[config.mk]
export PLATFORM = sky130hd
export DESIGN_NAME = touch_pad_press_detector
export DESIGN_NICKNAME = d
export VERILOG_FILES = /design/src/tpd_pkg.sv /design/src/tpd_front.sv /design/src/tpd_queue.sv /design/src/tpd_back.sv /design/src/touch_pad_press_detector.sv
export VERILOG_INCLUDE_DIRS = /design/src /design/src/src
export SDC_FILE = /design/constraint.sdc
export NUM_CORES = 2
export LEC_CHECK = 0
export BUFFER_PORTS_ARGS = -buffer_cell sky130_fd_sc_hd__buf_2
export CAP_MARGIN = 40
export CORE_UTILIZATION = 50
export DETAILED_ROUTE_END_ITERATION = 7
export PLACE_DENSITY_LB_ADDON = 0.1
export SLEW_MARGIN = 20
export SYNTH_ARGS = -nofsm -noshare
export SYNTH_HDL_FRONTEND = slang
export SYNTH_SLANG_ARGS = --single-unit
[constraint.sdc]
create_clock -name i_clk -period 11.65 [get_ports i_clk]
set_clock_uncertainty 0.05 [all_clocks]
set_input_delay 1.165 -clock i_clk [delete_from_list [all_inputs] [get_ports i_clk]]
set_output_delay 1.165 -clock i_clk [all_outputs]
set_load 0.02 [all_outputs]
[src/touch_pad_press_detector_defines.svh]
// assertion macros for the touch pad press detector
// no dependencies; included by the top level only
`ifndef TOUCH_PAD_PRESS_DETECTOR_DEFINES_SVH
`define TOUCH_PAD_PRESS_DETECTOR_DEFINES_SVH

`ifndef SYNTHESIS

// condition implies consequence in the same cycle
`define TPD_ASSERT_NOW(lbl, clk, rstn, ante, cons) \
    lbl: assert property (@(posedge clk) disable iff (!(rstn)) (ante) |-> (cons)) \
        else $error("tpd assertion failed");

// condition implies consequence in the next cycle
`define TPD_ASSERT_NEXT(lbl, clk, rstn, ante, cons) \
    lbl: assert property (@(posedge clk) disable iff (!(rstn)) (ante) |=> (cons)) \
        else $error("tpd assertion failed");

`else

`define TPD_ASSERT_NOW(lbl, clk, rstn, ante, cons)
`define TPD_ASSERT_NEXT(lbl, clk, rstn, ante, cons)

`endif

`endif

[src/tpd_pkg.sv]
// shared types, constants and tables of the touch pad press detector
// no dependencies; imported by every module of the block
package tpd_pkg;

    // field widths
    localparam int TIME_W    = 16;
    localparam int MODE_W    = 2;
    localparam int EVENT_W   = 2;
    localparam int CFG_W     = 4;
    localparam int CFG_IDX_W = 2;
    localparam int CAL_SUM_W = 20;
    localparam int THR_W     = TIME_W + 1;

    // parameter defaults
    localparam int CAL_SAMPLES_DEF = 10;
    localparam int QUEUE_DEPTH_DEF = 4;

    // configuration register indexes and reset values
    localparam logic [CFG_IDX_W-1:0] CFG_SHORT_SIZE = 2'd0;
    localparam logic [CFG_IDX_W-1:0] CFG_LONG_SIZE  = 2'd1;
    localparam logic [CFG_IDX_W-1:0] CFG_HOLD_LOAD  = 2'd2;
    localparam logic [CFG_IDX_W-1:0] CFG_UPPER_MULT = 2'd3;

    localparam logic [CFG_W-1:0] SHORT_SIZE_RST = 4'd3;
    localparam logic [CFG_W-1:0] LONG_SIZE_RST  = 4'd6;
    localparam logic [CFG_W-1:0] HOLD_LOAD_RST  = 4'd3;
    localparam logic [CFG_W-1:0] UPPER_MULT_RST = 4'd10;

    // sample modes
    localparam logic [MODE_W-1:0] MODE_CAL    = 2'd0;
    localparam logic [MODE_W-1:0] MODE_NORMAL = 2'd1;
    localparam logic [MODE_W-1:0] MODE_CONT   = 2'd2;

    // result events
    localparam logic [EVENT_W-1:0] EV_NONE  = 2'd0;
    localparam logic [EVENT_W-1:0] EV_CAL   = 2'd1;
    localparam logic [EVENT_W-1:0] EV_GROUP = 2'd2;

    // samples above threshold needed for a group of n: floor(2n/3)
    localparam logic [CFG_W-1:0] NEED_TBL [16] = '{
        4'd0, 4'd0, 4'd1, 4'd2, 4'd2, 4'd3, 4'd4, 4'd4,
        4'd5, 4'd6, 4'd6, 4'd7, 4'd8, 4'd8, 4'd9, 4'd10
    };

    typedef struct packed {
        logic [TIME_W-1:0] charge_time;
        logic [MODE_W-1:0] mode;
    } t_in_item;

    typedef struct packed {
        logic [EVENT_W-1:0] event_res;
        logic               pressed;
        logic [TIME_W-1:0]  peak;
        logic [TIME_W-1:0]  baseline;
    } t_out_item;

    // classified word handed from front to back
    typedef struct packed {
        logic [EVENT_W-1:0] kind;
        logic               clr_hold;
        logic [TIME_W-1:0]  peak;
        logic [TIME_W-1:0]  base;
        logic [THR_W-1:0]   thr_lo;
    } t_job;

    typedef struct packed {
        logic full;
        logic empty;
    } t_q_stat;

    typedef struct packed {
        logic busy;
    } t_front_stat;

    typedef enum logic [1:0] {
        FS_RUN,
        FS_DIV,
        FS_THR
    } t_front_state;

endpackage

[src/tpd_front.sv]
// front end: accepts samples, runs calibration and group accumulation
// depends on tpd_pkg; feeds classified words into tpd_queue
module tpd_front
    import tpd_pkg::*;
#(
    parameter int CAL_SAMPLES = CAL_SAMPLES_DEF
) (
    input  logic              i_clk,
    input  logic              i_rst_n,
    input  logic              i_in_valid,
    output logic              o_in_ready,
    input  t_in_item          i_in_data,
    input  logic [CFG_W-1:0]  i_short_size,
    input  logic [CFG_W-1:0]  i_long_size,
    input  t_q_stat           i_q_stat,
    output logic              o_push,
    output t_job              o_job,
    output t_front_stat       o_stat
);

    localparam int CNT_W     = $clog2(CAL_SAMPLES + 1);
    localparam int CAL_DIV   = CAL_SAMPLES - 4;
    localparam int CAL_SHIFT = CAL_SUM_W + $clog2(CAL_DIV);
    localparam int CAL_RECIP = ((1 << CAL_SHIFT) + CAL_DIV - 1) / CAL_DIV;
    localparam int PROD_W    = CAL_SUM_W + CAL_SHIFT + 1;
    localparam int DIV3_SHIFT = 20;
    localparam logic [18:0] DIV3_RECIP = 19'd349526;

    t_front_state r_state, n_state;

    logic [CNT_W-1:0]     r_cnt, n_cnt;
    logic [CAL_SUM_W-1:0] r_sum, n_sum;
    logic [TIME_W-1:0]    r_lo1, n_lo1, r_lo2, n_lo2;
    logic [TIME_W-1:0]    r_hi1, n_hi1, r_hi2, n_hi2;
    logic [CAL_SUM_W-1:0] r_mid, n_mid;
    logic [TIME_W-1:0]    r_base, n_base;
    logic [THR_W-1:0]     r_thr_ab, n_thr_ab;
    logic [THR_W-1:0]     r_thr_lo, n_thr_lo;
    logic [CFG_W-1:0]     r_gcnt, n_gcnt;
    logic [TIME_W-1:0]    r_gpeak, n_gpeak;
    logic [CFG_W-1:0]     r_gabove, n_gabove;
    logic                 r_glong, n_glong;

    logic                 accept;
    logic                 is_cal;
    logic [TIME_W-1:0]    t;

    // calibration path
    logic [TIME_W-1:0]    c_lo1, c_lo2, c_hi1, c_hi2;
    logic [CAL_SUM_W-1:0] c_sum;
    logic [TIME_W+1:0]    c_trim;
    logic [CAL_SUM_W-1:0] c_mid;
    logic [CNT_W-1:0]     c_cnt;

    // scan path
    logic                 g_start, g_long, g_clr, g_end;
    logic [CFG_W-1:0]     g_raw, g_n, g_cnt, g_above;
    logic [TIME_W-1:0]    g_peak, g_qpeak;

    // baseline divide and thresholds
    logic [PROD_W-1:0]    div_prod;
    logic [TIME_W+2:0]    ab_sum;
    logic [36:0]          lo_prod;

    assign t      = i_in_data.charge_time;
    assign is_cal = (i_in_data.mode == MODE_CAL);
    assign o_in_ready = (r_state == FS_RUN) && !i_q_stat.full;
    assign accept = i_in_valid && o_in_ready;
    assign o_stat.busy = (r_state != FS_RUN);

    // running two least and two greatest, wide sum, trimmed middle
    always_comb begin
        c_lo1 = r_lo1;
        c_lo2 = r_lo2;
        c_hi1 = r_hi1;
        c_hi2 = r_hi2;
        if (t < r_lo1) begin
            c_lo2 = r_lo1;
            c_lo1 = t;
        end else if (t < r_lo2) begin
            c_lo2 = t;
        end
        if (t > r_hi1) begin
            c_hi2 = r_hi1;
            c_hi1 = t;
        end else if (t > r_hi2) begin
            c_hi2 = t;
        end
    end

    assign c_sum  = r_sum + CAL_SUM_W'(t);
    assign c_trim = {2'b00, c_lo1} + {2'b00, c_lo2} + {2'b00, c_hi1} + {2'b00, c_hi2};
    assign c_mid  = (c_sum >= CAL_SUM_W'(c_trim)) ? (c_sum - CAL_SUM_W'(c_trim))
                                                  : '0;
    assign c_cnt  = r_cnt + CNT_W'(1);

    // group accumulation; the first sample latches the group mode
    assign g_start = (r_gcnt == '0);
    assign g_long  = g_start ? (i_in_data.mode >= MODE_CONT) : r_glong;
    assign g_clr   = g_start && (i_in_data.mode >= MODE_CONT);
    assign g_raw   = g_long ? i_long_size : i_short_size;
    assign g_n     = (g_raw == '0) ? CFG_W'(1) : g_raw;
    assign g_above = r_gabove + CFG_W'(THR_W'(t) > r_thr_ab);
    assign g_peak  = (t > r_gpeak) ? t : r_gpeak;
    assign g_cnt   = r_gcnt + CFG_W'(1);
    assign g_end   = (g_cnt >= g_n);
    assign g_qpeak = (g_above >= NEED_TBL[g_n]) ? g_peak : '0;

    // baseline = trimmed sum / (CAL_SAMPLES - 4) by reciprocal multiply
    assign div_prod = PROD_W'(r_mid) * PROD_W'(CAL_RECIP);

    // floor(5b/4) and floor(4b/3)
    assign ab_sum  = {1'b0, r_base, 2'b00} + {3'b000, r_base};
    assign lo_prod = 37'({r_base, 2'b00}) * 37'(DIV3_RECIP);

    // next state and word to the queue
    always_comb begin
        n_state  = r_state;
        n_cnt    = r_cnt;
        n_sum    = r_sum;
        n_lo1    = r_lo1;
        n_lo2    = r_lo2;
        n_hi1    = r_hi1;
        n_hi2    = r_hi2;
        n_mid    = r_mid;
        n_base   = r_base;
        n_thr_ab = r_thr_ab;
        n_thr_lo = r_thr_lo;
        n_gcnt   = r_gcnt;
        n_gpeak  = r_gpeak;
        n_gabove = r_gabove;
        n_glong  = r_glong;

        o_push          = 1'b0;
        o_job.kind      = EV_NONE;
        o_job.clr_hold  = 1'b0;
        o_job.peak      = '0;
        o_job.base      = r_base;
        o_job.thr_lo    = r_thr_lo;

        case (r_state)
            FS_RUN: begin
                if (accept) begin
                    if (is_cal) begin
                        n_sum = c_sum;
                        n_lo1 = c_lo1;
                        n_lo2 = c_lo2;
                        n_hi1 = c_hi1;
                        n_hi2 = c_hi2;
                        n_cnt = c_cnt;
                        if (c_cnt >= CNT_W'(CAL_SAMPLES)) begin
                            n_mid   = c_mid;
                            n_cnt   = '0;
                            n_sum   = '0;
                            n_lo1   = '1;
                            n_lo2   = '1;
                            n_hi1   = '0;
                            n_hi2   = '0;
                            n_state = FS_DIV;
                        end else begin
                            o_push = 1'b1;
                        end
                    end else begin
                        o_push         = 1'b1;
                        o_job.clr_hold = g_clr;
                        n_glong        = g_long;
                        n_gcnt         = g_cnt;
                        n_gpeak        = g_peak;
                        n_gabove       = g_above;
                        if (g_end) begin
                            n_gcnt     = '0;
                            n_gpeak    = '0;
                            n_gabove   = '0;
                            o_job.kind = EV_GROUP;
                            o_job.peak = g_qpeak;
                        end
                    end
                end
            end
            FS_DIV: begin
                n_base  = div_prod[CAL_SHIFT +: TIME_W];
                n_state = FS_THR;
            end
            FS_THR: begin
                n_thr_ab = ab_sum[TIME_W+2:2];
                n_thr_lo = lo_prod[DIV3_SHIFT +: THR_W];
                if (!i_q_stat.full) begin
                    o_push     = 1'b1;
                    o_job.kind = EV_CAL;
                    n_state    = FS_RUN;
                end
            end
            default: begin
                n_state = FS_RUN;
            end
        endcase
    end

    // state register
    always_ff @(posedge i_clk) begin
        if (!i_rst_n) begin
            r_state  <= FS_RUN;
            r_cnt    <= '0;
            r_sum    <= '0;
            r_lo1    <= '1;
            r_lo2    <= '1;
            r_hi1    <= '0;
            r_hi2    <= '0;
            r_base   <= '0;
            r_thr_ab <= '0;
            r_thr_lo <= '0;
            r_gcnt   <= '0;
            r_gpeak  <= '0;
            r_gabove <= '0;
            r_glong  <= 1'b0;
        end else begin
            r_state  <= n_state;
            r_cnt    <= n_cnt;
            r_sum    <= n_sum;
            r_lo1    <= n_lo1;
            r_lo2    <= n_lo2;
            r_hi1    <= n_hi1;
            r_hi2    <= n_hi2;
            r_base   <= n_base;
            r_thr_ab <= n_thr_ab;
            r_thr_lo <= n_thr_lo;
            r_gcnt   <= n_gcnt;
            r_gpeak  <= n_gpeak;
            r_gabove <= n_gabove;
            r_glong  <= n_glong;
        end
    end

    // trimmed sum, no reset needed
    always_ff @(posedge i_clk) begin
        r_mid <= n_mid;
    end

endmodule

[src/tpd_queue.sv]
// short fifo of classified words between front and back
// depends on tpd_pkg
module tpd_queue
    import tpd_pkg::*;
#(
    parameter int DEPTH = QUEUE_DEPTH_DEF
) (
    input  logic    i_clk,
    input  logic    i_rst_n,
    input  logic    i_push,
    input  t_job    i_job,
    input  logic    i_pop,
    output t_job    o_job,
    output t_q_stat o_stat
);

    localparam int PTR_W = $clog2(DEPTH);
    localparam int CNT_W = $clog2(DEPTH + 1);

    t_job              r_mem [DEPTH];
    logic [PTR_W-1:0]  r_wr, n_wr, r_rd, n_rd;
    logic [CNT_W-1:0]  r_cnt, n_cnt;

    assign o_stat.full  = (r_cnt == CNT_W'(DEPTH));
    assign o_stat.empty = (r_cnt == '0);
    assign o_job        = r_mem[r_rd];

    // pointer and count update
    always_comb begin
        n_wr  = r_wr;
        n_rd  = r_rd;
        n_cnt = r_cnt;
        if (i_push) begin
            n_wr = (r_wr == PTR_W'(DEPTH - 1)) ? '0 : r_wr + PTR_W'(1);
        end
        if (i_pop) begin
            n_rd = (r_rd == PTR_W'(DEPTH - 1)) ? '0 : r_rd + PTR_W'(1);
        end
        if (i_push && !i_pop) begin
            n_cnt = r_cnt + CNT_W'(1);
        end else if (!i_push && i_pop) begin
            n_cnt = r_cnt - CNT_W'(1);
        end
    end

    always_ff @(posedge i_clk) begin
        if (!i_rst_n) begin
            r_wr  <= '0;
            r_rd  <= '0;
            r_cnt <= '0;
        end else begin
            r_wr  <= n_wr;
            r_rd  <= n_rd;
            r_cnt <= n_cnt;
        end
    end

    // storage
    always_ff @(posedge i_clk) begin
        if (i_push) begin
            r_mem[r_wr] <= i_job;
        end
    end

endmodule

[src/tpd_back.sv]
// back end: press window, hold-off counter and output register
// depends on tpd_pkg; drains tpd_queue
module tpd_back
    import tpd_pkg::*;
(
    input  logic             i_clk,
    input  logic             i_rst_n,
    input  t_job             i_job,
    input  t_q_stat          i_q_stat,
    output logic             o_pop,
    input  logic [CFG_W-1:0] i_hold_load,
    input  logic [CFG_W-1:0] i_upper_mult,
    output logic             o_out_valid,
    input  logic             i_out_ready,
    output t_out_item        o_out_data
);

    logic [CFG_W-1:0]       r_hold, n_hold;
    logic                   r_out_valid, n_out_valid;
    t_out_item              r_out, n_out;

    logic                   is_group;
    logic [CAL_SUM_W-1:0]   hi_lim;
    logic                   win;
    logic [CFG_W-1:0]       h0, h1, h2;

    assign o_pop       = !i_q_stat.empty && (!r_out_valid || i_out_ready);
    assign o_out_valid = r_out_valid;
    assign o_out_data  = r_out;

    // press window: floor(4b/3) < peak < upper * b
    assign is_group = (i_job.kind == EV_GROUP);
    assign hi_lim   = CAL_SUM_W'(i_upper_mult) * CAL_SUM_W'(i_job.base);
    assign win      = is_group && (THR_W'(i_job.peak) > i_job.thr_lo)
                      && (CAL_SUM_W'(i_job.peak) < hi_lim);

    // hold-off: cleared by a continuous group start, reloaded on a valid peak,
    // counted down at every group end
    assign h0 = i_job.clr_hold ? '0 : r_hold;
    assign h1 = win ? i_hold_load : h0;
    assign h2 = (h1 != '0) ? h1 - CFG_W'(1) : h1;

    always_comb begin
        n_hold      = r_hold;
        n_out_valid = r_out_valid;
        n_out       = r_out;
        if (r_out_valid && i_out_ready) begin
            n_out_valid = 1'b0;
        end
        if (o_pop) begin
            n_hold              = is_group ? h2 : h0;
            n_out_valid         = 1'b1;
            n_out.event_res     = i_job.kind;
            n_out.pressed       = win && (h0 == '0);
            n_out.peak          = i_job.peak;
            n_out.baseline      = i_job.base;
        end
    end

    always_ff @(posedge i_clk) begin
        if (!i_rst_n) begin
            r_hold      <= '0;
            r_out_valid <= 1'b0;
        end else begin
            r_hold      <= n_hold;
            r_out_valid <= n_out_valid;
        end
    end

    // result word
    always_ff @(posedge i_clk) begin
        r_out <= n_out;
    end

endmodule

[src/touch_pad_press_detector.sv]
// top level of the touch pad press detector: config registers and wiring
// depends on tpd_pkg, tpd_front, tpd_queue, tpd_back and the defines header
//
//  channel  | valid       | ready       | word
//  ---------+-------------+-------------+----------------------------------
//  input    | i_in_valid  | o_in_ready  | i_in_data  (charge_time, mode)
//  result   | o_out_valid | i_out_ready | o_out_data (event_res .. baseline)
//  config   | i_cfg_valid | o_cfg_ready | i_cfg_index, i_cfg_data
//
// one sample per cycle while o_in_ready is high; an accepted sample's result is
// written into the queue, then into the output register, and is valid from there
// the sample that completes calibration holds the input off through FS_DIV,
// for the reciprocal multiply of the baseline divide, and FS_THR, for the
// threshold multiply, which also waits while the queue is full
// reset is synchronous and needs no clearing pass
// a stalled result side fills the queue, then drops o_in_ready
`include "touch_pad_press_detector_defines.svh"

module touch_pad_press_detector
    import tpd_pkg::*;
#(
    parameter int CAL_SAMPLES = CAL_SAMPLES_DEF,
    parameter int QUEUE_DEPTH = QUEUE_DEPTH_DEF
) (
    input  logic                 i_clk,
    input  logic                 i_rst_n,
    input  logic                 i_in_valid,
    output logic                 o_in_ready,
    input  t_in_item             i_in_data,
    output logic                 o_out_valid,
    input  logic                 i_out_ready,
    output t_out_item            o_out_data,
    input  logic                 i_cfg_valid,
    output logic                 o_cfg_ready,
    input  logic [CFG_IDX_W-1:0] i_cfg_index,
    input  logic [CFG_W-1:0]     i_cfg_data
);

    logic [CFG_W-1:0] r_short_size, r_long_size, r_hold_load, r_upper_mult;

    logic        q_push, q_pop;
    t_job        q_in, q_out;
    t_q_stat     q_stat;
    t_front_stat f_stat;

    assign o_cfg_ready = 1'b1;

    // configuration registers
    always_ff @(posedge i_clk) begin
        if (!i_rst_n) begin
            r_short_size <= SHORT_SIZE_RST;
            r_long_size  <= LONG_SIZE_RST;
            r_hold_load  <= HOLD_LOAD_RST;
            r_upper_mult <= UPPER_MULT_RST;
        end else if (i_cfg_valid && o_cfg_ready) begin
            case (i_cfg_index)
                CFG_SHORT_SIZE: r_short_size <= i_cfg_data;
                CFG_LONG_SIZE:  r_long_size  <= i_cfg_data;
                CFG_HOLD_LOAD:  r_hold_load  <= i_cfg_data;
                CFG_UPPER_MULT: r_upper_mult <= i_cfg_data;
                default: begin
                end
            endcase
        end
    end

    // front end
    tpd_front #(
        .CAL_SAMPLES (CAL_SAMPLES)
    ) u_front (
        .i_clk        (i_clk),
        .i_rst_n      (i_rst_n),
        .i_in_valid   (i_in_valid),
        .o_in_ready   (o_in_ready),
        .i_in_data    (i_in_data),
        .i_short_size (r_short_size),
        .i_long_size  (r_long_size),
        .i_q_stat     (q_stat),
        .o_push       (q_push),
        .o_job        (q_in),
        .o_stat       (f_stat)
    );

    // decoupling queue
    tpd_queue #(
        .DEPTH (QUEUE_DEPTH)
    ) u_queue (
        .i_clk   (i_clk),
        .i_rst_n (i_rst_n),
        .i_push  (q_push),
        .i_job   (q_in),
        .i_pop   (q_pop),
        .o_job   (q_out),
        .o_stat  (q_stat)
    );

    // back end
    tpd_back u_back (
        .i_clk        (i_clk),
        .i_rst_n      (i_rst_n),
        .i_job        (q_out),
        .i_q_stat     (q_stat),
        .o_pop        (q_pop),
        .i_hold_load  (r_hold_load),
        .i_upper_mult (r_upper_mult),
        .o_out_valid  (o_out_valid),
        .i_out_ready  (i_out_ready),
        .o_out_data   (o_out_data)
    );

    // checks
    `TPD_ASSERT_NOW(a_q_no_overflow, i_clk, i_rst_n, q_push, !q_stat.full)
    `TPD_ASSERT_NOW(a_q_no_underflow, i_clk, i_rst_n, q_pop, !q_stat.empty)
    `TPD_ASSERT_NOW(a_busy_stalls_input, i_clk, i_rst_n, f_stat.busy, !o_in_ready)
    `TPD_ASSERT_NOW(a_press_only_on_group, i_clk, i_rst_n,
                    o_out_valid && o_out_data.pressed, o_out_data.event_res == EV_GROUP)

endmodule

==> reports/qor.csv <==
metric,value,unit
status,"finished, final reports clean",
cpPeakStageDelay,0.69,ns
numCtsBuffers,54,
fmax,105.7,MHz
grt.total_usage,25.90,%
clk_pin_slew,0.06,ns
dr.first_iter.drc_count,1574,
powerDensity,182.9,mW/mm2
clk_latency,0.62,ns
timing.final.crit_share,81.19,%
fp.dieH,276.6,um
synth_edf_count,263,
via_count,26895,
gp_routability_congestion,0.9047,
synth_seq_cells,458,
ios,67,
drv_cap,0,
totalWireLength,98780,um
end_kind,flop,
seq_area_frac_synth,31.29,%
die_x,276.6,um
async_flop_share,0,%
gr-usage-met2,44.76,%
layout_commonest_cell,inv_1,
cp.arrival,9.74,ns
dp_hpwl,77000,um
wire_per_inst,20.91,um
grt_pass1_vias,26932,
first_pass_iters,5,
finalSetupViolCount,0,
slowest_stage,and4bb_1,
ctsHoldBuffers,0,
rows,100,
slew_viol_final,0,
use_met1,34.50,%
setup_tns,0,ns
hold_viol,0,
avgSynthCellArea,10.32,um2
peakVddDrop,142.5,uV
cp_common_cell,a21o_1,
synth_cells,3653,
fin_nets,4536,
start_util,50.57,%
grt-ovfl-total,0,
top_usage_layer,met2,
syn2layout_area_growth,9.115,%
slew_headroom,45.94,%
reg2reg_depth,38,
clock_path_buffers,3,
worstHoldPathCells,2,
final_cell_mix,"inv_1 (540), ha_1 (535), nand2_1 (274)",
antennaDiodeCount,0,
die_area,0.07652,mm2
antenna_found_initial,0,
grt_pass1_wl,154200,um
hold_path_class,flop to flop,
htree_levels,2,
ant_nets,0,
hold_ws,0.4075,ns
ys_types,82,
io_buffers,65,
via_per_inst,5.694,
fin_crit,9.459,ns
rsz0062_at_grt,false,
required,11.93,ns
cts.sinks,458,
post_cts_buffers,0,
cts_resized,0,
synth_warnings,0,
worst_setup_path_start_kind,input port,
p_leak,18.70,nW
syn_area,0.03771,mm2
drive_gt1_share,8.338,%
path_class,input port to flop,
path_max_fanout,25,
grt_max_degree,64,
grt_use_met3,2.497,%
cts_tree,yes,
synth_flop_cell,edfxtp_1,
core,0.07457,mm2
fillers,6697,
drc,0,
synthesis.nets,4481,
worst_pin_slew,0.7883,ns
clockRootBuffer,clkbuf_16,
[layer usage]
metal / part of all wire, % / vias to the layer above
met5: 0 / -
met4: 2.8 / 0
met3: 4.0 / 129
met2: 48 / 586
met1: 45 / 13197
li1: - / 12983
[synthesized netlist by cell type (all sizes together), types with 58 or more instances]
cell type,n,area share [%]
ha,535,18
a21oi,208,2.8
nand2,274,2.7
nor2,194,1.9
a21o,66,1.3
xnor2,58,1.3
clkbuf,81,0.81
inv,542,5.4
mux2i,80,2.1
nand3,68,0.90
dfxtp,195,10
fa,264,14
o21ai,124,1.6
edfxtp,263,21
[report_power, final]
part / total (mW) / switching [mW] / leakage [nW] / internal [mW]
Sequential: 2.07 / 0.0899 / 4.18 / 1.98
Clock: 1.75 / 0.718 / 0.915 / 1.04
Combinational: 3.70 / 2.19 / 13.6 / 1.51
[path summary, 6_finish.rpt]
kind / slack [ns] / from / end
max: 2.19 / i_in_data[4] / u_front.r_mid[4]
min: 0.41 / u_front.r_thr_ab[5] / u_front.r_thr_ab[5]
max reg2reg: 2.63 / u_front.r_lo2[3] / u_front.r_mid[4]
min reg2reg: 0.41 / u_front.r_thr_ab[5] / u_front.r_thr_ab[5]
[area by class of cell]
cell class	instances	area, um2	area share, %
Multi-Input combinational cell	2548	23580	57.29
Clock buffer	71	1516	3.685
Inverter	542	2037	4.950
Sequential cell	458	11810	28.69
Timing Repair Buffer	104	643.1	1.563
Tap cell	969	1212	2.947
Clock inverter	31	356.6	0.8666
[critical path: cells and delay by family]
family	cells	cell delay, ns
adders and majority gates	5	1.76
buffers and inverters	4	0.66
and+or+nand+nor	6	1.26
AOI/OAI and AO/OA	21	4.52
muxes	1	0.16
xor gates and xnor gates	1	0.16
[stage by stage]
stage	std cells	instance area, um2	power [mW]	setup slack, ns	util (%)
after floorplan	3653	37710	4.870	2.530	-
after detailed placement	4619	39260	5.799	1.615	52.64
final	4723	41150	7.528	2.191	55.18
after global placement	4614	39200	5.775	1.737	52.56
after global routing	4723	41150	8.086	1.603	55.18
after CTS	4721	41130	7.584	2.223	55.16
[cells by family (layout without fill, tap and decap cells)]
logic type / count (synthesis) / after routing / share of synthesized area [%]
fa+ha+maj: 799 / 799 / 31.77
xor+xnor: 104 / 104 / 2.415
flops: 458 / 458 / 31.29
simple gates: 785 / 785 / 9.715
compound gates: 699 / 699 / 12.25
mux: 160 / 160 / 6.065
other cells: 1 / 1 / 0.009944
buf+inv: 647 / 748 / 6.483
[sequential cells by signal (all words and copies together), names as in the netlist, 17 cells and up, named ones only]
signal,flops
u_queue.r_mem,208
u_front.r_sum,20
u_front.r_thr_ab,17
u_back.o_out_data,35
u_front.r_thr_lo,17
u_front.r_mid,20
No activity file was read; power rests on OpenSTA's default activity.
